`src/design/tbsr_pkg.sv`:
```
// tbsr_pkg: shared types and constants of the tile background scanline renderer
// no dependencies; imported by every module of the block but tbsr_dual_read_ram
`default_nettype none

package tbsr_pkg;

  localparam int TILES_PER_ROW = 32;
  localparam int SLOT_W        = 6;
  // slot 0 fetches the guard attribute, slots 1 .. TILES_PER_ROW+1 fetch the tiles
  localparam logic [SLOT_W-1:0] LAST_SLOT  = SLOT_W'(TILES_PER_ROW + 1);
  localparam logic [SLOT_W-1:0] GUARD_SLOT = SLOT_W'(0);
  localparam logic [SLOT_W-1:0] FIRST_OUT_SLOT = SLOT_W'(2);

  localparam int PAT_ADDR_W = 13;
  localparam int NT_ADDR_W  = 12;
  localparam int PAL_ADDR_W = 4;
  localparam int BYTE_W     = 8;
  localparam int CFG_INDEX_W = 1;

  // attribute area starts at 0x3c0 inside each 1 KB table
  localparam logic [3:0] ATTR_AREA_HI = 4'b1111;

  typedef enum logic [1:0] {
    KIND_PATTERN = 2'd0,
    KIND_NAME    = 2'd1,
    KIND_PALETTE = 2'd2,
    KIND_RENDER  = 2'd3
  } kind_t;

  localparam logic [CFG_INDEX_W-1:0] REG_BG_PATTERN_HALF      = 1'b0;
  localparam logic [CFG_INDEX_W-1:0] REG_SHOW_LEFT_BACKGROUND = 1'b1;

  typedef enum logic {
    SEQ_IDLE,
    SEQ_RUN
  } seq_state_t;

  typedef struct packed {
    logic [1:0]  kind;
    logic [12:0] address;
    logic [7:0]  data;
    logic [14:0] scroll_address;
    logic [2:0]  fine_x;
  } req_word_t;

  typedef struct packed {
    logic [7:0] pixel_0;
    logic [7:0] pixel_1;
    logic [7:0] pixel_2;
    logic [7:0] pixel_3;
    logic [7:0] pixel_4;
    logic [7:0] pixel_5;
    logic [7:0] pixel_6;
    logic [7:0] pixel_7;
    logic       last;
  } pix_word_t;

  // tile slot leaving the name table read
  typedef struct packed {
    logic              valid;
    logic [SLOT_W-1:0] slot;
    logic [2:0]        shift;
  } fetch_meta_t;

  // tile slot leaving the pattern and palette read
  typedef struct packed {
    logic              valid;
    logic [SLOT_W-1:0] slot;
  } stage_meta_t;

endpackage

`default_nettype wire

```
`src/design/tbsr_palette_ram.sv`:
```
// tbsr_palette_ram: 16-byte palette held as four rows of four bytes
// byte writes, one registered row read; uses tbsr_pkg
`default_nettype none

module tbsr_palette_ram (
  input  wire logic                            clk,
  input  wire logic                            wr_en,
  input  wire logic [tbsr_pkg::PAL_ADDR_W-1:0] wr_addr,
  input  wire logic [tbsr_pkg::BYTE_W-1:0]     wr_data,
  input  wire logic                            rd_en,
  input  wire logic [1:0]                      rd_row,
  output logic      [3:0][tbsr_pkg::BYTE_W-1:0] rd_data
);
  import tbsr_pkg::*;

  logic [3:0][BYTE_W-1:0] mem [4];

  always_ff @(posedge clk) begin
    if (wr_en) begin
      mem[wr_addr[3:2]][wr_addr[1:0]] <= wr_data;
    end
  end

  always_ff @(posedge clk) begin
    if (rd_en) begin
      rd_data <= mem[rd_row];
    end
  end

endmodule

`default_nettype wire

```
`config.mk`:
```
export PLATFORM = sky130hd
export DESIGN_NAME = tbsr_palette_ram
export DESIGN_NICKNAME = d
export VERILOG_FILES = /design/src/design/tbsr_pkg.sv /design/src/design/tbsr_palette_ram.sv
export SDC_FILE = /design/constraint.sdc
export NUM_CORES = 1
export LEC_CHECK = 0
export BUFFER_PORTS_ARGS = -buffer_cell sky130_fd_sc_hd__buf_2
export CORE_ASPECT_RATIO = 0.5
export CORE_MARGIN = 2
export CORE_UTILIZATION = 30
export DETAILED_ROUTE_END_ITERATION = 10
export SYNTH_ARGS = -nofsm -noshare
export SYNTH_HDL_FRONTEND = slang
export SYNTH_SLANG_ARGS = --single-unit
export TNS_END_PERCENT = 10
```
`constraint.sdc`:
```
create_clock -name clk -period 2.9 [get_ports clk]
set_input_delay 0.725 -clock clk [delete_from_list [all_inputs] [get_ports clk]]
set_output_delay 0.725 -clock clk [all_outputs]
set_load 0.01 [all_outputs]
```
# Word level (Yosys, flattened, before mapping)
# Memory sizes are Yosys's and may differ from the RTL's. A register that Yosys moved wholly into a read port is not among the register bits.
# Index checks and enable logic that the tools add are counted.
# op_classes
magnitude_cmp	2
mux	4
reduce_logical	1
# op_table
cell	count
32-bit two-way mux	1
8-bit demux with 2-bit select	1
8-bit two-way mux	1
2-bit by 3-bit less-than comparator with 1-bit output (second input constant)	1
2-bit by 1-bit greater-or-equal comparator with 1-bit output (second input constant)	1
1-bit logical AND	1
1-bit two-way mux	1
# word_totals
reg_bits	0
mem_bits_rw	128
inputBits	17
elab_cells	8
n_memories	1
# memory_table
memory	words	width	rd	rd_ports_with_merged_regs	wr	line	rtl
mem	4	32	1	1	1	tbsr_palette_ram.sv:16	logic [3:0][BYTE_W-1:0] mem [4];

# Logic depth before layout (Yosys ltp)
# Gate-level depths: netlist of the first run.
# logic_depth
depth_word	5
mapped_depth	3

# Least setup slack after synthesis of the first run
# Ideal clock, no wire load.
# synth_path
kind	input-to-reg
start	input port wr_addr[0] (netlist name)
end	memory mem[0][0] (netlist name), enable pin
t_arrival_ns	1.836
required_ns	2.517
slack_ns	0.681
stages	2
path_cell_list	or3b_2 -> nor3_1
# synth_between
elab_chain_cells	5
# synth_lines
item	line	rtl
start: declaration	tbsr_palette_ram.sv:8	input wire logic [tbsr_pkg::PAL_ADDR_W-1:0] wr_addr,
2-bit by 3-bit less-than comparator with 1-bit output (implied by the code) or 2-bit by 1-bit greater-or-equal comparator with 1-bit output (tied branches)	tbsr_palette_ram.sv:20	mem[wr_addr[3:2]][wr_addr[1:0]] <= wr_data;
1-bit logical AND (implied by the code)	tbsr_palette_ram.sv:20	
8-bit two-way mux (implied by the code)	tbsr_palette_ram.sv:20	
8-bit demux with 2-bit select *	tbsr_palette_ram.sv:20	
32-bit two-way mux (implied by the code) *	tbsr_palette_ram.sv:20	
end: declaration	tbsr_palette_ram.sv:16	
# Every way passes the cells marked *; elsewhere a longest branch is shown, timed or not.

# Final worst setup path of the first run
# layout_path
start	input port wr_addr[0] (netlist name)
end	memory mem[3][0] (netlist name), enable pin
# The elaborated chain is that of the path after synthesis.

==> impl_metrics.env, run 1 <==
export IMPL_finalHoldViolCount=0
export IMPL_synth_top_family_by_area="multiplexers"
export IMPL_place_area_sq_um=6280
export IMPL_nets=307
export IMPL_grt_max_degree=33
export IMPL_worstMarginPinSlew_ns=0.8226
export IMPL_synth_seq_cells=160
export IMPL_cts_hold_buf=0
export IMPL_finalSetupTns_ns=0
export IMPL_io_pins=49
export IMPL_crit_family="simple AND/OR/NAND/NOR gates"
export IMPL_cts_resized=0
export IMPL_ys_top_cells_by_area="edfxtp_1 84%, mux4_2 12%, buf_12 1.0%, mux4_1 0.92%, nor2_1 0.79%"
export IMPL_cts_tree="built"
export IMPL_drt_vias_per_instance=4.320
export IMPL_slew_headroom=0.4516
export IMPL_drt_wl_total_mm=10.17
export IMPL_hp_class="reg -> reg"
export IMPL_core_area_sq_um=18570
export IMPL_clockBufferDepth=2
export IMPL_yosysTopAreaCell="edfxtp_1"
export IMPL_arrival_ns=1.95
export IMPL_slowest_delay_ns=0.61
export IMPL_globalplace_congestion=0.7433
export IMPL_cp_required_ns=2.93
export IMPL_synth_area_sq_um=5729
export IMPL_post_route_period_util=0.6622
export IMPL_grt_usage=0.1057
export IMPL_p_per_area_nw_per_um2=721.6
export IMPL_post_synth_fa_ha_maj_area_fraction=0
export IMPL_holdWs_ns=0.6273
export IMPL_grt_pass1_wl_mm=15.41
export IMPL_cts_inserted_buffers=17
export IMPL_drive_gt1_frac=0.3762
export IMPL_postRouteAntennaNets=0
export IMPL_row_count=35
export IMPL_final_area_sq_um=6833
export IMPL_area_growth_pct=19.26
export IMPL_portBuffers=48
export IMPL_antennaDiodeCount=0
export IMPL_die_area_sq_um=20290
export IMPL_htree_levels=4
export IMPL_cts_sinks=160
export IMPL_clk_latency_ns=0.40
export IMPL_dp_hpwl_mm=6.131
export IMPL_synthXorXnorAreaFrac=0
export IMPL_vias=2428
export IMPL_synth_compound_area_frac=0
export IMPL_syn_num_nets=239
export IMPL_clkTransAtPathRegs_ns=0.06
export IMPL_grt_overflow_total=0
export IMPL_leakage_nw=2.219
export IMPL_path_class="in -> reg"
export IMPL_muxShareOfSynthArea=0.1271
export IMPL_die_x_um=199.4
export IMPL_initial_utilization=0.3086
export IMPL_ys_types=13
export IMPL_antenna_found_initial=0
export IMPL_slew_violations=0
export IMPL_status="finished clean"
export IMPL_first_global_vias=2645
export IMPL_drv_cap=0
export IMPL_fill_cells=1679
export IMPL_wl_per_cell_um=18.10
export IMPL_remaining_drc_errors=0
export IMPL_synthCells=222
export IMPL_die_y_um=101.7
export IMPL_rsz0062_at_grt="false"
export IMPL_finClkSkew_ns=0.005130
export IMPL_cts_setup_buffers=0
export IMPL_max_freq_mhz=520.7
export IMPL_ys_warnings_count=0
export IMPL_final_common_cell="edfxtp_1"
export IMPL_ir_drop_uv=387.0
export IMPL_dr_first_iter_drc_count=143
export IMPL_fin_crit_ns=1.920
export IMPL_dr_pass1_iters=4
export IMPL_ys_seq_area_frac=0.8386
export IMPL_synth_top_area_frac=0.8386
export IMPL_startpoint_type="primary input"
export IMPL_final_cell_mix="160 x edfxtp_1, 48 x buf_2, 30 x mux4_2"
export IMPL_avgSynthCellArea_sq_um=25.81
export IMPL_critPathMaxFanout=8
export IMPL_synth_simple_area_share=0.01922
export IMPL_critPathCaptureType="flop"
export IMPL_path_cells="buf_2 > or3b_2 > nor2_1"
export IMPL_root_buffer="clkbuf_16"
export IMPL_setup_violations=0
export IMPL_slowest_stage="nor2_1"
export IMPL_worst_path_buf_inv=1
sequential cells by signal (all words and copies together), names as in the netlist:
register,count
rd_data,32
mem,128
stage by stage:
step                        util  instances  setup WS (ns)  power, mW
after global routing      0.3680        562         0.9129      5.065
after floorplan                -        222         0.6811      2.791
after CTS                 0.3680        562         0.9669      4.964
after detailed placement  0.3382        530         0.5361      2.893
final                     0.3680        562         0.9795      4.931
after global placement    0.3382        530         0.6494      2.880
cells in the mapped netlist, drive strengths merged:
master,number
buf,7
edfxtp,160
mux4,32
nand2,1
nand2b,2
nand3,1
nand3b,2
nor2,12
nor3,4
or3b,1
worst paths after layout:
check                     endpoint            startpoint  slack [ns]  depth (start not counted)
min          rd_data[31]$_DFFE_PP_  mem[2][31]$_DFFE_PP_        0.63                          1
max reg2reg   rd_data[0]$_DFFE_PP_   mem[3][0]$_DFFE_PP_        1.76                          1
max            mem[3][0]$_DFFE_PP_            wr_addr[0]        0.98                          3
min reg2reg  rd_data[31]$_DFFE_PP_  mem[2][31]$_DFFE_PP_        0.63                          1
layer usage:
layer / global-route usage / wire length, um / vias up
met5: 0 / 0 / -
met4: 0.03761 / 120 / 0
met3: 0.02831 / 419 / 8
met2: 0.1938 / 5425 / 48
met1: 0.1208 / 4205 / 1293
li1: - / - / 1079
where the power goes:
part	internal [mW]	leakage (nW)	switching, mW
logic	0.0818	0.480	0.121
registers	2.62	1.47	0.0153
clock network	1.25	0.269	0.841
layout make-up:
type	count	area (sq um)	area share
clock buffers	19	432.9	0.06336
clock inverters	13	120.1	0.01758
multi-input cells	55	838.3	0.1227
flip-flops and latches	160	4805	0.7032
well taps	259	324.1	0.04743
repair buffers	56	312.8	0.04578
cells by family after synthesis:
logic type | count (synthesis)
flops | 160
mux | 32
simple gates | 23
buf+inv | 7
Power figures use the tool's default switching activity.
==> run 2: changes to the inputs <==
==> constraint.sdc (replaced) <==
create_clock -name clk -period 1.8 [get_ports clk]
set_input_delay 0.45 -clock clk [delete_from_list [all_inputs] [get_ports clk]]
set_output_delay 0.45 -clock clk [all_outputs]
set_load 0.01 [all_outputs]
==> impl_metrics.env, run 2 (synthesis results as in run 1) <==
export IMPL_cts_hold_buf=0
export IMPL_post_route_period_util=0.7896
export IMPL_core_area_sq_um=18570
export IMPL_grt_pass1_wl_mm=15.94
export IMPL_ir_drop_uv=603.1
export IMPL_fin_cells=573
export IMPL_cts_sinks=160
export IMPL_grt_max_degree=33
export IMPL_antennaDiodeCount=0
export IMPL_fin_crit_ns=1.421
export IMPL_drv_cap=0
export IMPL_slew_headroom=0.7449
export IMPL_critPathMaxFanout=1
export IMPL_dp_hpwl_mm=6.593
export IMPL_grt_overflow_total=0
export IMPL_critPathCaptureType="output port"
export IMPL_remaining_drc_errors=0
export IMPL_slowest_delay_ns=0.40
export IMPL_cts_inserted_buffers=17
export IMPL_worst_path_buf_inv=1
export IMPL_largest_register_ffs=128
export IMPL_antenna_found_initial=0
export IMPL_htree_levels=4
export IMPL_nets=320
export IMPL_p_total_mw=8.096
export IMPL_slowest_stage="edfxtp_1"
export IMPL_slew_violations=0
export IMPL_area_growth_pct=22.23
export IMPL_leakage_nw=2.324
export IMPL_row_count=35
export IMPL_dpl_cell_count=543
export IMPL_cts_tree="built"
export IMPL_rsz0062_at_grt="false"
export IMPL_clkTransAtPathRegs_ns=0.06
export IMPL_die_area_sq_um=20290
export IMPL_status="finished clean"
export IMPL_final_common_cell="edfxtp_1"
export IMPL_path_cells="buf_2"
export IMPL_cp_required_ns=1.35
export IMPL_dr_pass1_iters=4
export IMPL_first_global_vias=2593
export IMPL_cts_resized=0
export IMPL_vias=2511
export IMPL_finish_utilization=0.3772
export IMPL_clockBufferDepth=2
export IMPL_p_per_area_nw_per_um2=1156
export IMPL_finClkSkew_ns=0.005023
export IMPL_drive_gt1_frac=0.4108
export IMPL_cts_setup_buffers=0
export IMPL_max_freq_mhz=703.6
export IMPL_postRouteAntennaNets=0
export IMPL_ff2ff_setup_slack_ns=0.62
export IMPL_io_pins=49
export IMPL_setup_violations=0
export IMPL_hp_class="in -> reg"
export IMPL_dr_first_iter_drc_count=243
export IMPL_grt_usage=0.1128
export IMPL_die_x_um=199.4
export IMPL_crit_family="flip-flops"
export IMPL_finalHoldViolCount=0
export IMPL_wl_per_cell_um=19.00
export IMPL_startpoint_type="flop"
export IMPL_root_buffer="clkbuf_16"
export IMPL_worstMarginPinSlew_ns=0.3826
export IMPL_drt_wl_total_mm=10.89
export IMPL_die_y_um=101.7
export IMPL_clk_latency_ns=0.41
export IMPL_finalSetupTns_ns=0
export IMPL_globalplace_congestion=0.8320
export IMPL_initial_utilization=0.3086
export IMPL_fill_cells=1671
export IMPL_arrival_ns=0.97
export IMPL_portBuffers=48
export IMPL_path_class="reg -> out"
export IMPL_drt_vias_per_instance=4.382
export IMPL_final_cell_mix="160 x edfxtp_1, 48 x buf_2, 30 x mux4_2"
-- run 2: changes by cell type in the layout (fill, tap and decap cells not counted) --
cell        previous run  this run
buf_4                  7        16
buf_12                 1         5
clkbuf_1               2         0
clkinvlp_4             2         0
bufinv_16              2         3
clkinv_1               3         2
clkinv_2               5         6
clkinv_4               0         1
nor3_1                 4         3
nor3_2                 0         1
-- run 2: final cells by class --
type / count / area, sq um / area share
clock inverters: 13 / 145.1 / 0.02073
well taps: 259 / 324.1 / 0.04627
flip-flops and latches: 160 / 4805 / 0.6861
multi-input cells: 55 / 843.3 / 0.1204
clock buffers: 17 / 425.4 / 0.06075
repair buffers: 69 / 460.4 / 0.06575
-- run 2: per-layer routing --
metal  vias to the layer above  track usage  share of wire
met3                         6      0.03763          0.049
met2                        64       0.1935           0.54
met4                         0      0.03932         0.0077
met1                      1336       0.1351           0.41
li1                       1105            -              -
met5                         -            0              0
-- run 2: path summary, 6_finish.rpt --
check | from | end | cells after the start
min | wr_data[7] | mem[1][31]$_DFFE_PP_ | 1
max reg2reg | mem[0][5]$_DFFE_PP_ | rd_data[5]$_DFFE_PP_ | 1
max | rd_data[15]$_DFFE_PP_ | rd_data[15] | 1
min reg2reg | mem[0][31]$_DFFE_PP_ | rd_data[31]$_DFFE_PP_ | 1
-- run 2: report_power, final --
part / switching, mW / internal (mW)
sequential: 0.0269 / 4.22
clock: 1.35 / 2.14
combinational: 0.206 / 0.152
total: 1.58 / 6.52
-- run 2: per-stage QoR --
| step | hold WS (ns) | cell area [sq um] | setup slack, ns |
|---|---|---|---|
| 5_1_grt | 0.4375 | 7003 | 0.3208 |
| 2_1_floorplan | 0.5489 | 5734 | 0.06929 |
| 3_5_place_dp | 0.6146 | 6432 | 0.05240 |
| 6_report | 0.4451 | 7003 | 0.3786 |
| 3_3_place_gp | 0.6041 | 6432 | 0.1046 |
| 4_1_cts | 0.4178 | 7003 | 0.3551 |
