### src/design/tbsr_pkg.sv
// tbsr_pkg: shared types and constants of the tile background scanline renderer
// no dependencies; imported by every module of the block but tbsr_dual_read_ram
`default_nettype none

package tbsr_pkg;

  localparam int TILES_PER_ROW = 32;
  localparam int SLOT_W        = 6;
  // slot 0 fetches the guard attribute, slots 1 .. TILES_PER_ROW+1 fetch the tiles
  localparam logic [SLOT_W-1:0] LAST_SLOT  = SLOT_W'(TILES_PER_ROW + 1);
  localparam logic [SLOT_W-1:0] GUARD_SLOT = SLOT_W'(0);
  localparam logic [SLOT_W-1:0] FIRST_OUT_SLOT = SLOT_W'(2);

  localparam int PAT_ADDR_W = 13;
  localparam int NT_ADDR_W  = 12;
  localparam int PAL_ADDR_W = 4;
  localparam int BYTE_W     = 8;
  localparam int CFG_INDEX_W = 1;

  // attribute area starts at 0x3c0 inside each 1 KB table
  localparam logic [3:0] ATTR_AREA_HI = 4'b1111;

  typedef enum logic [1:0] {
    KIND_PATTERN = 2'd0,
    KIND_NAME    = 2'd1,
    KIND_PALETTE = 2'd2,
    KIND_RENDER  = 2'd3
  } kind_t;

  localparam logic [CFG_INDEX_W-1:0] REG_BG_PATTERN_HALF      = 1'b0;
  localparam logic [CFG_INDEX_W-1:0] REG_SHOW_LEFT_BACKGROUND = 1'b1;

  typedef enum logic {
    SEQ_IDLE,
    SEQ_RUN
  } seq_state_t;

  typedef struct packed {
    logic [1:0]  kind;
    logic [12:0] address;
    logic [7:0]  data;
    logic [14:0] scroll_address;
    logic [2:0]  fine_x;
  } req_word_t;

  typedef struct packed {
    logic [7:0] pixel_0;
    logic [7:0] pixel_1;
    logic [7:0] pixel_2;
    logic [7:0] pixel_3;
    logic [7:0] pixel_4;
    logic [7:0] pixel_5;
    logic [7:0] pixel_6;
    logic [7:0] pixel_7;
    logic       last;
  } pix_word_t;

  // tile slot leaving the name table read
  typedef struct packed {
    logic              valid;
    logic [SLOT_W-1:0] slot;
    logic [2:0]        shift;
  } fetch_meta_t;

  // tile slot leaving the pattern and palette read
  typedef struct packed {
    logic              valid;
    logic [SLOT_W-1:0] slot;
  } stage_meta_t;

endpackage

`default_nettype wire

### src/design/tbsr_tile_seq.sv
// tbsr_tile_seq: walks the tile slots of one line and drives the name table reads
// uses tbsr_pkg
`default_nettype none

module tbsr_tile_seq (
  input  wire logic                           clk,
  input  wire logic                           rst,
  input  wire logic                           start,
  input  wire logic [14:0]                    scroll_address,
  input  wire logic [2:0]                     fine_x,
  input  wire logic                           adv,
  output logic      [tbsr_pkg::NT_ADDR_W-1:0] name_addr,
  output logic      [tbsr_pkg::NT_ADDR_W-1:0] attr_addr,
  output tbsr_pkg::fetch_meta_t               meta1,
  output logic                                running,
  output logic      [2:0]                     fine_y_q,
  output logic      [2:0]                     fine_x_q
);
  import tbsr_pkg::*;

  seq_state_t        state, state_next;
  logic [SLOT_W-1:0] slot;
  logic [4:0]        cx;
  logic [4:0]        cy;
  logic [1:0]        nt_sel;
  logic [1:0]        nt_cur;

  always_comb begin
    state_next = state;
    case (state)
      SEQ_IDLE: begin
        if (start) state_next = SEQ_RUN;
      end
      SEQ_RUN: begin
        if (adv && slot == LAST_SLOT) state_next = SEQ_IDLE;
      end
      default: state_next = SEQ_IDLE;
    endcase
  end

  always_comb begin
    running = 1'b0;
    case (state)
      SEQ_IDLE: running = 1'b0;
      SEQ_RUN:  running = 1'b1;
      default:  running = 1'b0;
    endcase
  end

  // the guard slot reads the attribute of the tile one full row ahead
  assign nt_cur    = (slot == GUARD_SLOT) ? {nt_sel[1], ~nt_sel[0]} : nt_sel;
  assign name_addr = {nt_cur, cy, cx};
  assign attr_addr = {nt_cur, ATTR_AREA_HI, cy[4:2], cx[4:2]};

  always_ff @(posedge clk) begin
    if (rst) begin
      state <= SEQ_IDLE;
    end else begin
      state <= state_next;
    end
  end

  always_ff @(posedge clk) begin
    if (start && state == SEQ_IDLE) begin
      slot     <= GUARD_SLOT;
      cx       <= scroll_address[4:0];
      cy       <= scroll_address[9:5];
      nt_sel   <= scroll_address[11:10];
      fine_y_q <= scroll_address[14:12];
      fine_x_q <= fine_x;
    end else if (running && adv) begin
      slot <= slot + SLOT_W'(1);
      if (slot != GUARD_SLOT) begin
        cx <= cx + 5'd1;
        if (cx == 5'd31) nt_sel[0] <= ~nt_sel[0];
      end
    end
  end

  always_ff @(posedge clk) begin
    if (rst) begin
      meta1.valid <= 1'b0;
    end else if (adv) begin
      meta1.valid <= running;
      meta1.slot  <= slot;
      meta1.shift <= {cy[1], cx[1], 1'b0};
    end
  end

endmodule

`default_nettype wire

### config.mk
export PLATFORM = sky130hd
export DESIGN_NAME = tbsr_tile_seq
export DESIGN_NICKNAME = d
export VERILOG_FILES = /design/src/design/tbsr_pkg.sv /design/src/design/tbsr_tile_seq.sv
export SDC_FILE = /design/constraint.sdc
export NUM_CORES = 1
export LEC_CHECK = 0
export ABC_CLOCK_PERIOD_IN_PS = 4000
export BUFFER_PORTS_ARGS = -buffer_cell sky130_fd_sc_hd__clkbuf_2
export CELL_PAD_IN_SITES_DETAIL_PLACEMENT = 1
export CELL_PAD_IN_SITES_GLOBAL_PLACEMENT = 1
export CORE_MARGIN = 8
export CORE_UTILIZATION = 25
export CTS_CLUSTER_DIAMETER = 80
export CTS_CLUSTER_SIZE = 16
export DETAILED_ROUTE_END_ITERATION = 10
export GPL_TIMING_DRIVEN = 1
export PLACE_DENSITY = 0.67
export SYNTH_ARGS = -nofsm -noshare
export SYNTH_HDL_FRONTEND = slang
export SYNTH_SLANG_ARGS = --single-unit
### constraint.sdc
create_clock -name clk -period 4 [get_ports clk]
set_clock_uncertainty 0.05 [all_clocks]
set_input_delay 0.6 -clock clk [delete_from_list [all_inputs] [get_ports clk]]
set_output_delay 0.6 -clock clk [all_outputs]
set_load 0.01 [all_outputs]
Word level (Yosys, flattened, before mapping)
Cells that the tools add are included.

Add/subtract/negate cells: 2. Reduce and logical (&&, ||, !) cells: 11. Equal/unequal tests: 2. Mux-type cells: 12. Bitwise operators: 3.

Operators with widths (count): two-way mux 5 bit (3); two-way mux 1 bit (7); adder 6 x 1 -> 6 bit, second input constant (1); equality test 6 bit, second input constant (1); zero test 6 bit (1); nonzero test 2 bit (3); nonzero test 6 bit (1); adder 5 x 1 -> 5 bit, second input constant (1); equality test 5 bit, second input constant (1); case mux 1 bit (2 select lines) (2); AND reduction 2 bit (2); logical AND 1 bit (3); NOT 1 bit (3); AND reduction 3 bit (1).

Register bits after elaboration: 34. Input bits: 22.

Depth between registers and ports, before layout
Gate-level depths: netlist (run 1).

Depth after elaboration: 5. Depth in mapped cells: 6. Gate-level depth less buffers: 5.

Worst setup path before layout (run 1)
OpenSTA, ideal clock, no wires.

Path kind: flip-flop to output port. Start: reg slot[0]. End: out name_addr[10] in the netlist's numbering. Data arrival time: 1.168 ns. Cell stages (with the launch flop): 6. Setup slack: 2.182 ns. Data required time: 3.350 ns. Cells stage by stage: dfxtp_1 inv_1 ha_1 nand3b_1 xnor2_1 buf_4.

Word-level cells in the longest chain between the ends: 2.

Ends and longest elaborated chain: start, declared (line tbsr_tile_seq.sv:22) `logic [SLOT_W-1:0] slot;`; start signal, assigned (line tbsr_tile_seq.sv:72) `slot <= slot + SLOT_W'(1);`; zero test 6 bit (line tbsr_tile_seq.sv:51) `assign nt_cur = (slot == GUARD_SLOT) ? {nt_sel[1], ~nt_sel[0]} : nt_sel;`; two-way mux 1 bit (line tbsr_tile_seq.sv:51); end, declared (line tbsr_tile_seq.sv:12) `output logic [tbsr_pkg::NT_ADDR_W-1:0] name_addr,`.

No other way between the ends.

Worst setup path after layout (run 1)
Start: reg slot[0]. End: out attr_addr[10] in the netlist's numbering.

Word-level cells in the longest chain between the ends: 2.

Ends and longest elaborated chain: zero test 6 bit (line tbsr_tile_seq.sv:51); two-way mux 1 bit (line tbsr_tile_seq.sv:51); end, declared (line tbsr_tile_seq.sv:13) `output logic [tbsr_pkg::NT_ADDR_W-1:0] attr_addr,`.

No other way between the ends.

==> results.md, run 1 <==
- Outcome: complete, no violations
- Share of layout cells above drive strength 1: a little over two fifths
- Leakage: 0.780 nW
- CTS tree: yes
- Detail-routed via count per cell: between 4 and 5
- Detailed placement HPWL: 2730 µm
- CP Launch Type: register
- Drt first pass iters: 3
- Final instance area: ~0.0018 mm²
- Most frequent cells in the layout: clkbuf_2, edfxtp_1, nand2_1, dfxtp_1
- WL/cell: between 10 and 15 µm
- # hold bufs at CTS: 0
- Leading cell type in the layout, fill and taps excluded: clkbuf_2
- Crit share post-route: 54.8%
- Placed inst area: roughly 0.0017 mm²
- Worst-skew pair later-pin latency: around 0.28 ns
- GRT Util Overall: between 7 and 8%
- Synth top area share: 53.5%
- PortBufs: 57
- Via count: between 900 and 1,000
- Mean Syn Cell Area: approximately 13 µm²
- Max_cap viols: 0
- Top cells by area, synth: edfxtp_1, dfxtp_1, buf_4
- Unrepaired setup endpoints after global routing: no
- Tmin final: approximately 2.2 ns
- WS Path Type: register to output port
- H-tree depth: 2
- Max Clock Freq: around 460 MHz
- Detail Route Antenna Nets: 0
- Synth Flop Type: edfxtp_1
- Post-CTS Resized: 0
- Slew Limit Fails: 0
- Die ar.: 0.00854 mm²
- GPL Wtd Cong: 0.687
- Sequential-to-total area share from yosys stat: 64.4%
- Fill cells: 655
- Total negative slack: 0 ns
- Final wirelength: 3380 µm
- DIE HEIGHT: roughly 92 µm
- Iteration-0 DRC Markers: 39
- Final Hold Fails: 0
- Initial core utilization: between 20% and 30%
- CP endpoint kind: output port
- Yosys warns: 0
- Vias in the first global route: 994
- ANT cells: 0
- Core ar.: 0.00578 mm²
- Clk sink count: 34
- Critical Path Slowest Stage Cell: dfxtp_1
- Final setup viols: 0
- Power density over cell area: around 430 mW/mm²
- Post-synthesis instance area: 0.00146 mm²
- Final Util: 31.1%
- NumNets Final: 187
- Measured slew at the worst slew-check pin: 0.725 ns
- Worst EP required: around 3.4 ns
- Post CTS Setup Buffer Count: 0
- CP arrival: between 1.5 and 2 ns
- Mapped Cells: 110
- Post-synth EDFFs: 26
- CP top delay family: flip-flops
- Yosys top cell by area: edfxtp_1
- Async SR Flop Fraction: 0%
- Num CTS Buffers: 5
- Slew HR: roughly half
- GRT overflow: 0
- CP Max Fanout: 7
- Clock tree buffer depth: 2
- Worst-path cell chain: inv_1, ha_1, nand3b_1, xnor2_1, clkbuf_2
- # IOs: 63
- FF+latch count, synth: 34
- Synth-to-layout area growth: 23.1%
- WP buf/inv: 2
- Pin count of the biggest net entering global routing: 24
- Final hold slack: 0.413 ns
- Peak supply drop: between 0.1 and 0.15 mV
- Chip Width: 92.4 µm
- DR DRC count: 0
- Root buf cell: clkbuf_8
- CTS clk-pin slew, worst paths: 0.07 ns
- CP peak stage delay: 0.50 ns
- Distinct cell type count after synthesis: 31
- Hold crit path type: register to register
- Cell Rows: 28
- First-pass GRT wire length: ~5200 µm
- Antenna violations before repair: 0
==> final timing paths <==
kind              startpoint       endpoint  slack (ns)  depth (start not counted)
setup / recovery     slot[0]  attr_addr[10]        1.81                          5
hold / removal         cy[1]       meta1[2]        0.41                          0
setup reg to reg       state          cx[0]        2.35                          3
hold reg to reg        cy[1]       meta1[2]        0.41                          0
==> cells in the mapped netlist, types with 2 or more instances <==
cell type	number
nand2_1	12
inv_1	3
o31ai_1	2
a21oi_1	4
edfxtp_1	26
o211ai_1	2
nor2_1	4
buf_4	14
xor2_1	2
xnor2_1	3
dfxtp_1	8
nand2b_1	2
conb_1	2
ha_1	5
buf_6	3
nand3_1	3
==> where the power goes <==
part	switching (W)	leakage, nW	internal (W)
clock	0.000123	0.0416	0.000119
combinational	0.0000606	0.423	0.0000426
sequential	0.0000167	0.315	0.000406
total	0.000200	0.780	0.000567
==> metrics by stage <==
step | power [W] | cells | setup slack [ns]
final | 0.000767 | 236 | 1.81
after global routing | 0.000809 | 236 | 1.71
after CTS | 0.000782 | 236 | 1.77
after detailed placement | 0.000537 | 228 | 2.09
after global placement | 0.000533 | 228 | 2.13
after floorplan | 0.000502 | 113 | 2.18
==> cell families (layout without fill, tap and decap cells) <==
family,Yosys count,after routing,share of synthesized area [%]
flip-flops,34,34,64.4
AND/OR/NAND/NOR,28,28,9.77
buffers and inverters,21,69,10.7
AO/OA/AOI/OAI,14,14,6.60
adder cells (fa/ha/maj),5,5,4.28
XOR/XNOR,5,5,3.00
other,2,5,0.514
multiplexers,1,1,0.686
==> routing by layer <==
metal,routed length [µm],track usage (%),up-vias
met1,1370,8.59,445
li1,-,-,464
met2,1600,12.9,47
met3,382,3.32,5
met4,37,2.82,0
met5,0,0,-
==> flip-flops by register name (all words and copies together), names as in the netlist <==
register,cells
state,1
slot,6
cx,5
fine_y_q,3
meta1,9
fine_x_q,3
nt_sel,2
cy,5
==> layout make-up <==
class	count	area (µm²)	share of cell area, %
inverter	4	17.5	0.975
clock inverter	3	16.3	0.905
timing repair buffer	57	285	15.9
tap	75	93.8	5.22
multi-input combinational	58	374	20.8
sequential	34	941	52.4
clock buffer	5	68.8	3.83
Note: power is estimated with default switching activity, not from simulation.
==> run 2, diff against run 1 <==
ABC_CLOCK_PERIOD_IN_PS = 2130   (was 4000)
clock period = 2.13 ns   (was 4 ns; I/O delays follow)
==> run 2 against run 1 <==
- cell count grew 0.85%
- utilization grew 0.19 points
- sequential power grew 88%
- critical path depth is the same
- count of clock-buffer cells in the layout grew 1
- total power grew 87%
- sequential share of layout area shrank 0.33 points
- combinational power grew 89%
- via count grew 0.73%
- largest power group unchanged
==> results.md, run 2 (same netlist as run 1, synthesis figures left out) <==
- Outcome: complete, no violations
- Detailed placement HPWL: 2600 µm (-4.9%)
- H-tree depth: 2 (unchanged)
- Via count: 968 (+0.73%)
- Peak supply drop: 0.277 mV (+170%)
- Met1 GRT Util: 8.78% (+0.19 points)
- Area of the multi-input gates: 374 µm² (unchanged)
- Worst-path cell chain: inv_1, ha_1, nand3b_1, xnor2_1, clkbuf_2
- Tmin final: roughly 1.9 ns
- WS Path Type: register to output port
- Chip Width: 92.4 µm (unchanged)
- PortBufs: 57 (unchanged)
- Sequential cell area: 941 µm² (unchanged)
- Vias in the first global route: 1,021 (+2.7%)
- Crit share post-route: between 80% and 90%
- WL/cell: 13.6 µm (-4.8%)
- Unrepaired setup endpoints after global routing: no
- Core ar.: 0.00578 mm² (unchanged)
- Worst hold path depth: 1 (+1)
- Max_cap viols: 0 (unchanged)
- Clock tree buffer depth: 2 (unchanged)
- Internal power: 0.00107 W (+88%)
- Clk sink count: 34 (unchanged)
- Worst-skew pair later-pin latency: 0.28 ns (about the same)
- CP endpoint kind: output port
- CP peak stage delay: 0.48 ns (-0.02 ns)
- Switching Fraction: 25.5% (-0.57 points)
- Sequential power share: 55.2% (about the same)
- Die ar.: 0.00854 mm² (unchanged)
- Critical Path Slowest Stage Cell: dfxtp_1
- Final hold slack: 0.160 ns (-0.253 ns)
- Final wirelength: 3250 µm (-4.0%)
- Hold crit path type: input port to register
- Root buf cell: clkbuf_8
- ANT cells: 0 (unchanged)
- Num CTS Buffers: 5 (unchanged)
- Reg2reg path depth: 4 (+1)
- GRT Util Overall: 7.96% (+0.22 points)
- Critical R2R Launch: slot[0]
- Leakage: 0.791 nW (+1.4%)
- Fill cells: 671 (+2.4%)
- Iteration-0 DRC Markers: 57 (+46%)
- Drt first pass iters: 3 (unchanged)
- Met3 Track Usage GR: 3.72% (+0.40 points)
- Reg2Reg Capture Point: cx[2]
- Final setup viols: 0 (unchanged)
- CP Launch Type: register
- Slew Limit Fails: 0 (unchanged)
- Synth-to-layout area growth: 23.8%
- Post-CTS Resized: 0 (unchanged)
- Cell Rows: 28 (unchanged)
- Initial core utilization: 25.3% (unchanged)
- GRT overflow: 0 (unchanged)
- Worst Setup SP: slot[0]
- Pin count of the biggest net entering global routing: 24 (unchanged)
- CTS tree: yes
- Leading cell type in the layout, fill and taps excluded: clkbuf_2
- CTS clk-pin slew, worst paths: 0.07 ns (about the same)
- Worst EP required: 1.76 ns (-1.59 ns)
- Worst reg-to-reg setup slack: 0.62 ns (-1.73 ns)
- CP arrival: 1.53 ns (about the same)
- Comb power frac: 13.6% (+0.2 points)
- DR DRC count: 0 (unchanged)
- CP Max Fanout: 7 (unchanged)
- Detail Route Antenna Nets: 0 (unchanged)
- Most frequent cells in the layout: clkbuf_2, edfxtp_1, nand2_1, dfxtp_1
- GR Util met2: 12.8% (-0.12 points)
- GPL Wtd Cong: 0.716 (+4.2%)
- Largest Register: meta1
- # hold bufs at CTS: 0 (unchanged)
- Clock share of power: 31.2% (-0.3 points)
- Max FFs per register: 9 (unchanged)
- Antenna violations before repair: 0 (unchanged)
- Post CTS Setup Buffer Count: 0 (unchanged)
- NumNets Final: 189 (+1.1%)
- Largest regs: meta1 (9), slot (6)
- Final Hold Fails: 0 (unchanged)
- # IOs: 63 (unchanged)
- P_sw: 0.000365 W (+83%)
- Busiest grt layer: met2
- Share of layout cells above drive strength 1: 42.9% (+0.088 points)
- Detail-routed via count per cell: 4.07 (-0.12%)
- First-pass GRT wire length: 5180 µm (-0.79%)
- Power density over cell area: 793 mW/mm² (+86%)
- Max Clock Freq: 528 MHz
- DIE HEIGHT: 92.4 µm (unchanged)
- Critical Path End: attr_addr[10]
- Total negative slack: 0 ns (unchanged)
[run 2: layout make-up]
cell class              instances  area share [%]
clock buffers                   6            4.01
flip-flops and latches         34            52.0
multi-input cells              58            20.7
clock inverters                 2           0.484
inverters                       4           0.969
well taps                      75            5.19
repair buffers                 59            16.6
[run 2: worst min path at each step]
stage	from	slack (ns)	to
final	scroll_address[14]	0.16	fine_y_q[2]
after global routing	fine_x[0]	0.14	fine_x_q[0]
after CTS	scroll_address[14]	0.15	fine_y_q[2]
after detailed placement	cy[1]	0.39	meta1[2]
after global placement	cy[1]	0.39	meta1[2]
after floorplan	rst	0.34	meta1[9]
[run 2: metal layers]
layer / routed length (µm) / part of all wire (%) / up-vias
li1: - / - / 469
met4: 64 / 2.0 / 0
met2: 1500 / 46 / 47
met5: 0 / 0 / -
met3: 440 / 14 / 5
met1: 1240 / 38 / 447
[run 2: critical path, delay by kind of cell, from the launching register on]
family | cells | cell delay, ns
xor gates and xnor gates | 1 | 0.17
adders and majority gates | 1 | 0.20
buffers and inverters | 2 | 0.26
DFF | 1 | 0.48
and+or+nand+nor | 1 | 0.15
[run 2: power groups by stage]
stage	clock network (W)	logic, W	registers (W)
finish	0.000448	0.000195	0.000792
global route	0.000492	0.000218	0.000798
CTS	0.000466	0.000201	0.000793
detailed placement	0	0.000200	0.000807
global placement	0	0.000197	0.000805
floorplan	0	0.000125	0.000817
[run 2: through the flow]
| step | util (%) | worst slack (ns) | total power, W | cell area (µm²) | instances |
|---|---|---|---|---|---|
| finish | 31.3 | 0.235 | 0.00143 | 1810 | 238 |
| global route | 31.3 | 0.122 | 0.00151 | 1810 | 238 |
| CTS | 31.3 | 0.205 | 0.00146 | 1810 | 238 |
| detailed placement | 29.9 | 0.526 | 0.00101 | 1730 | 230 |
| global placement | 29.9 | 0.553 | 0.00100 | 1730 | 230 |
| floorplan | - | 0.593 | 0.000943 | 1470 | 113 |
